==> src/hw/rtl/mlfq_store_ram.sv <==
// Single-port-write, registered-read memory holding the queued process identifiers.
module mlfq_store_ram #(
	parameter int ADDR_W = 8,
	parameter int DATA_W = 8
) (
	input  logic              clk,
	input  logic              we,
	input  logic [ADDR_W-1:0] waddr,
	input  logic [DATA_W-1:0] wdata,
	input  logic              re,
	input  logic [ADDR_W-1:0] raddr,
	output logic [DATA_W-1:0] rdata
);

	logic [DATA_W-1:0] mem [2**ADDR_W];

	always_ff @(posedge clk) begin
		if (we) begin
			mem[waddr] <= wdata;
		end
	end

	always_ff @(posedge clk) begin
		if (re) begin
			rdata <= mem[raddr];
		end
	end

endmodule

==> config.mk <==
export PLATFORM = sky130hd
export DESIGN_NAME = mlfq_store_ram
export DESIGN_NICKNAME = d
export VERILOG_FILES = /design/src/hw/rtl/mlfq_store_ram.sv
export SDC_FILE = /design/constraint.sdc
export NUM_CORES = 2
export LEC_CHECK = 0
export BUFFER_PORTS_ARGS = -buffer_cell sky130_fd_sc_hd__buf_2
export CORE_MARGIN = 2
export CORE_UTILIZATION = 52
export CTS_BUF_LIST = sky130_fd_sc_hd__clkbuf_4 sky130_fd_sc_hd__clkbuf_8
export DETAILED_ROUTE_END_ITERATION = 12
export GPL_TIMING_DRIVEN = 0
export PLACE_DENSITY = 0.7
export SLEW_MARGIN = 25
export SYNTH_ARGS = -nofsm -noshare
export SYNTH_HDL_FRONTEND = slang
export SYNTH_SLANG_ARGS = --single-unit
==> constraint.sdc <==
create_clock -name clk -period 4.5 [get_ports clk]
set_clock_uncertainty 0.15 [all_clocks]
set_input_delay 0.9 -clock clk [delete_from_list [all_inputs] [get_ports clk]]
set_output_delay 0.9 -clock clk [all_outputs]
set_load 0.02 [all_outputs]
==> out/metrics.csv <==
stage;metric;value;unit
grt;antenna_found_initial;15;
worst_setup_path;endpoint;rdata[7];
worst_setup_path;r2r-start;mem[129][1];
min_path;hold_class;primary input to register;
route;drc;0;
clocking;numClockSinks;2056;
worst_setup_path;crit_cells;9;
worst_setup_path;r2r_end;rdata[1];
worst_setup_path;worstPathMaxFanout;10;
clocking;htree_levels;5;
timing;fin_crit_sh;102.2;%
timing;maxSlewHeadroom;20.93;%
placement;place_area;0.08342;mm²
worst_setup_path;worstSetupEndpointType;register;
route;drtAntennaViolNets;0;
clocking;cts-resized-gates;1;
placement;io_buffers;27;
clocking;clk_path_buf_depth;4;
worst_setup_path;r2r_cells;6;
worst_setup_path;required;5.04;ns
worst_setup_path;path_cells;buf_2, buf_2, and2_1, buf_1, clkbuf_1, a22oi_1, a21oi_1, nor3_1, nor4_1;
timing;finalHoldViolCount;0;
final_layout;drive_gt1_share;26.90;%
synthesis;syn_inst;3733;
timing;slew_violations;0;
worst_setup_path;critPathTopFamily;buffers and inverters;
synthesis;synth_flop_cell;edfxtp_1;
timing;fmax;0.2175;GHz
synthesis;yosysWarnings;0;
floorplan;row_count;143;
worst_setup_path;cp_common_cell;buf_2;
timing;tightestPinTransition;1.186;ns
route;num_vias;42850;
worst_setup_path;critPathKind;primary input to register;
worst_setup_path;crit_path_start;raddr[2];
worst_setup_path;cp_slowest_cell;clkbuf_1;
placement;hpwl;158.3;mm
synthesis;syn_area;0.07964;mm²
timing;worst_slack;-0.09866;ns
synthesis;synth.avg_cell_area;21.33;µm²
final_layout;fin_nets;4163;
clocking;clk_latency;1.06;ns
flow_run;maxCapViolations;0;
synthesis;synth-seq-area-share;77.53;%
status;status;finished, violations left;
synthesis;synth_seq_cells;2056;
clocking;post_cts_buffers;0;
route;routed_wl;234.3;mm
grt;grt_overflow_total;0;
floorplan;dieArea;0.1563;mm²
synthesis;synth_edf_count;2056;
power;p_per_area;431.8;mW/mm²
route;vias_per_cell;6.704;
clocking;clk_pin_slew;0.06;ns
worst_setup_path;startpoint_type;primary input;
final_layout;final_cell_area;0.08951;mm²
status;violations;negative setup slack;
clocking;cts_hold_buf;0;
grt;grt_pass1_vias;41370;
timing;finalSetupViolations;2;
floorplan;die_w;395.3;µm
timing;whs;0.1167;ns
synthesis;synth.distinct_cells;54;
final_layout;area_growth;12.40;%
worst_setup_path;rrSetupSlack;1.13;ns
timing;rsz0062_at_grt;no;
clocking;clockRootBuffer;clkbuf_8;
floorplan;start_util;52.36;%
synthesis;async_flop_share;0;%
floorplan;core_area;0.1521;mm²
route;wire_per_inst;36.66;µm
route;drtIter0Drc;7134;
worst_setup_path;critPathMaxStageDelay;0.85;ns
worst_setup_path;path_buf_inv;4;
route;first_pass_iters;7;
grt;grt_pass1_wl;319.2;mm
placement;place_congestion;1.011;
clocking;numCtsBuffers;335;
floorplan;chipHeight;395.3;µm
grt;grt_usage;29.90;%
floorplan;ios;35;
synthesis;syn_nets;3760;
power;ir_worst_vdd;0.3608;mV
worst_setup_path;cp.arrival;5.14;ns
power;p_leak;0.02786;µW
timing;finalCriticalPeriod;4.599;ns
grt;grt_max_degree;127;
clocking;cts_tree;built;
[cell usage after synthesis, drive strengths merged, types with 2 or more instances]
master   count  area, µm²
o32ai        5      51.30
nor3        22      110.1
or2          4      25.02
o211ai      10      75.07
nand3b       2      15.01
nor4        27      187.7
nand4       10      62.56
a2111oi      5      52.55
a211oi      16      120.1
nor2       282       1059
clkbuf     111      416.7
a221oi      14      128.9
o221ai      47      417.9
o22ai       28      175.2
a31oi        2      12.51
edfxtp    2056      61740
a22o         8      70.07
a21oi       96      480.5
a311oi       2      17.52
o22a         5      43.79
nand3       34      170.2
mux4       456      10280
and3b        2      17.52
o21ai       12      60.06
a22oi      133      998.5
buf        122       1032
and2         6      37.54
nand2       33      123.9
nand2b       8      50.05
nor2b       31      193.9
mux2i      134       1341
[state kept, by name, indices dropped and copies added, names as in the netlist]
name   cells
rdata      8
mem     2048
[per-stage QoR]
stage / setup slack [ns] / cells / total power, µW / setup TNS, ns / utilization (%)
after CTS: 0.04583 / 6378 / 38590 / 0 / 58.81
after floorplan: 1.374 / 3733 / 22580 / 0 / -
final: -0.09866 / 6391 / 38650 / -0.1008 / 58.86
after global placement: -1.640 / 5790 / 23710 / -1451.25 / 54.12
after detailed placement: -1.303 / 5827 / 23760 / -10.49 / 54.85
after global routing: 0.08200 / 6381 / 39450 / 0 / 58.84
[kinds of logic (layout without fill, tap and decap cells)]
| logic type | after synthesis | after routing | synth area share [%] |
|---|---|---|---|
| flops | 2056 | 2056 | 77.53 |
| mux | 591 | 591 | 14.60 |
| buf+inv | 235 | 852 | 1.829 |
| other cells | 0 | 11 | 0 |
| simple gates | 466 | 466 | 2.625 |
| compound gates | 385 | 385 | 3.416 |
[power by group]
part	leakage, µW	switching (µW)	internal (µW)
Combinational	0.00619	1590	713
Sequential	0.0185	15.1	21100
Clock	0.00319	7130	8070
[cell usage in the layout (no fill, tap or decap), types with 81 or more instances in the layout]
cell type     n
clkinv_1     81
mux4_2      454
clkbuf_8    341
mux2i_1     134
edfxtp_1   2056
clkbuf_4    106
a22oi_1     133
a21oi_1      96
nor2_1      271
clkbuf_1     81
[cell type report]
cell class                 instances  area (µm²)
clock buffer                     447        5489
clock inverter                   104       538.0
fill                           10850       62570
antenna                           11       27.53
sequential                      2056       61740
tap                             2030        2540
timing repair buffer              66        1112
multi-input combinational       1442       16560
buffer                           233        1499
inverter                           2       7.507
[worst min path at each step]
stage,startpoint,endpoint,slack (ns),depth (start not counted)
floorplan,mem[40][3],rdata[3],0.71,6
CTS,wdata[5],mem[151][5],0.05,1
global route,wdata[5],mem[151][5],0.07,1
finish,wdata[5],mem[137][5],0.12,1
detailed placement,mem[201][0],rdata[0],1.08,5
global placement,mem[202][0],rdata[0],1.04,5
[per-layer routing]
metal	share of wire, %	wire length [µm]	global-route usage [%]
met1	36	83520	40.27
met5	0.015	34	0
met4	6.4	15110	16.99
met2	44	103300	43.28
met3	14	32310	9.705
(Power assumes the default switching activity.)
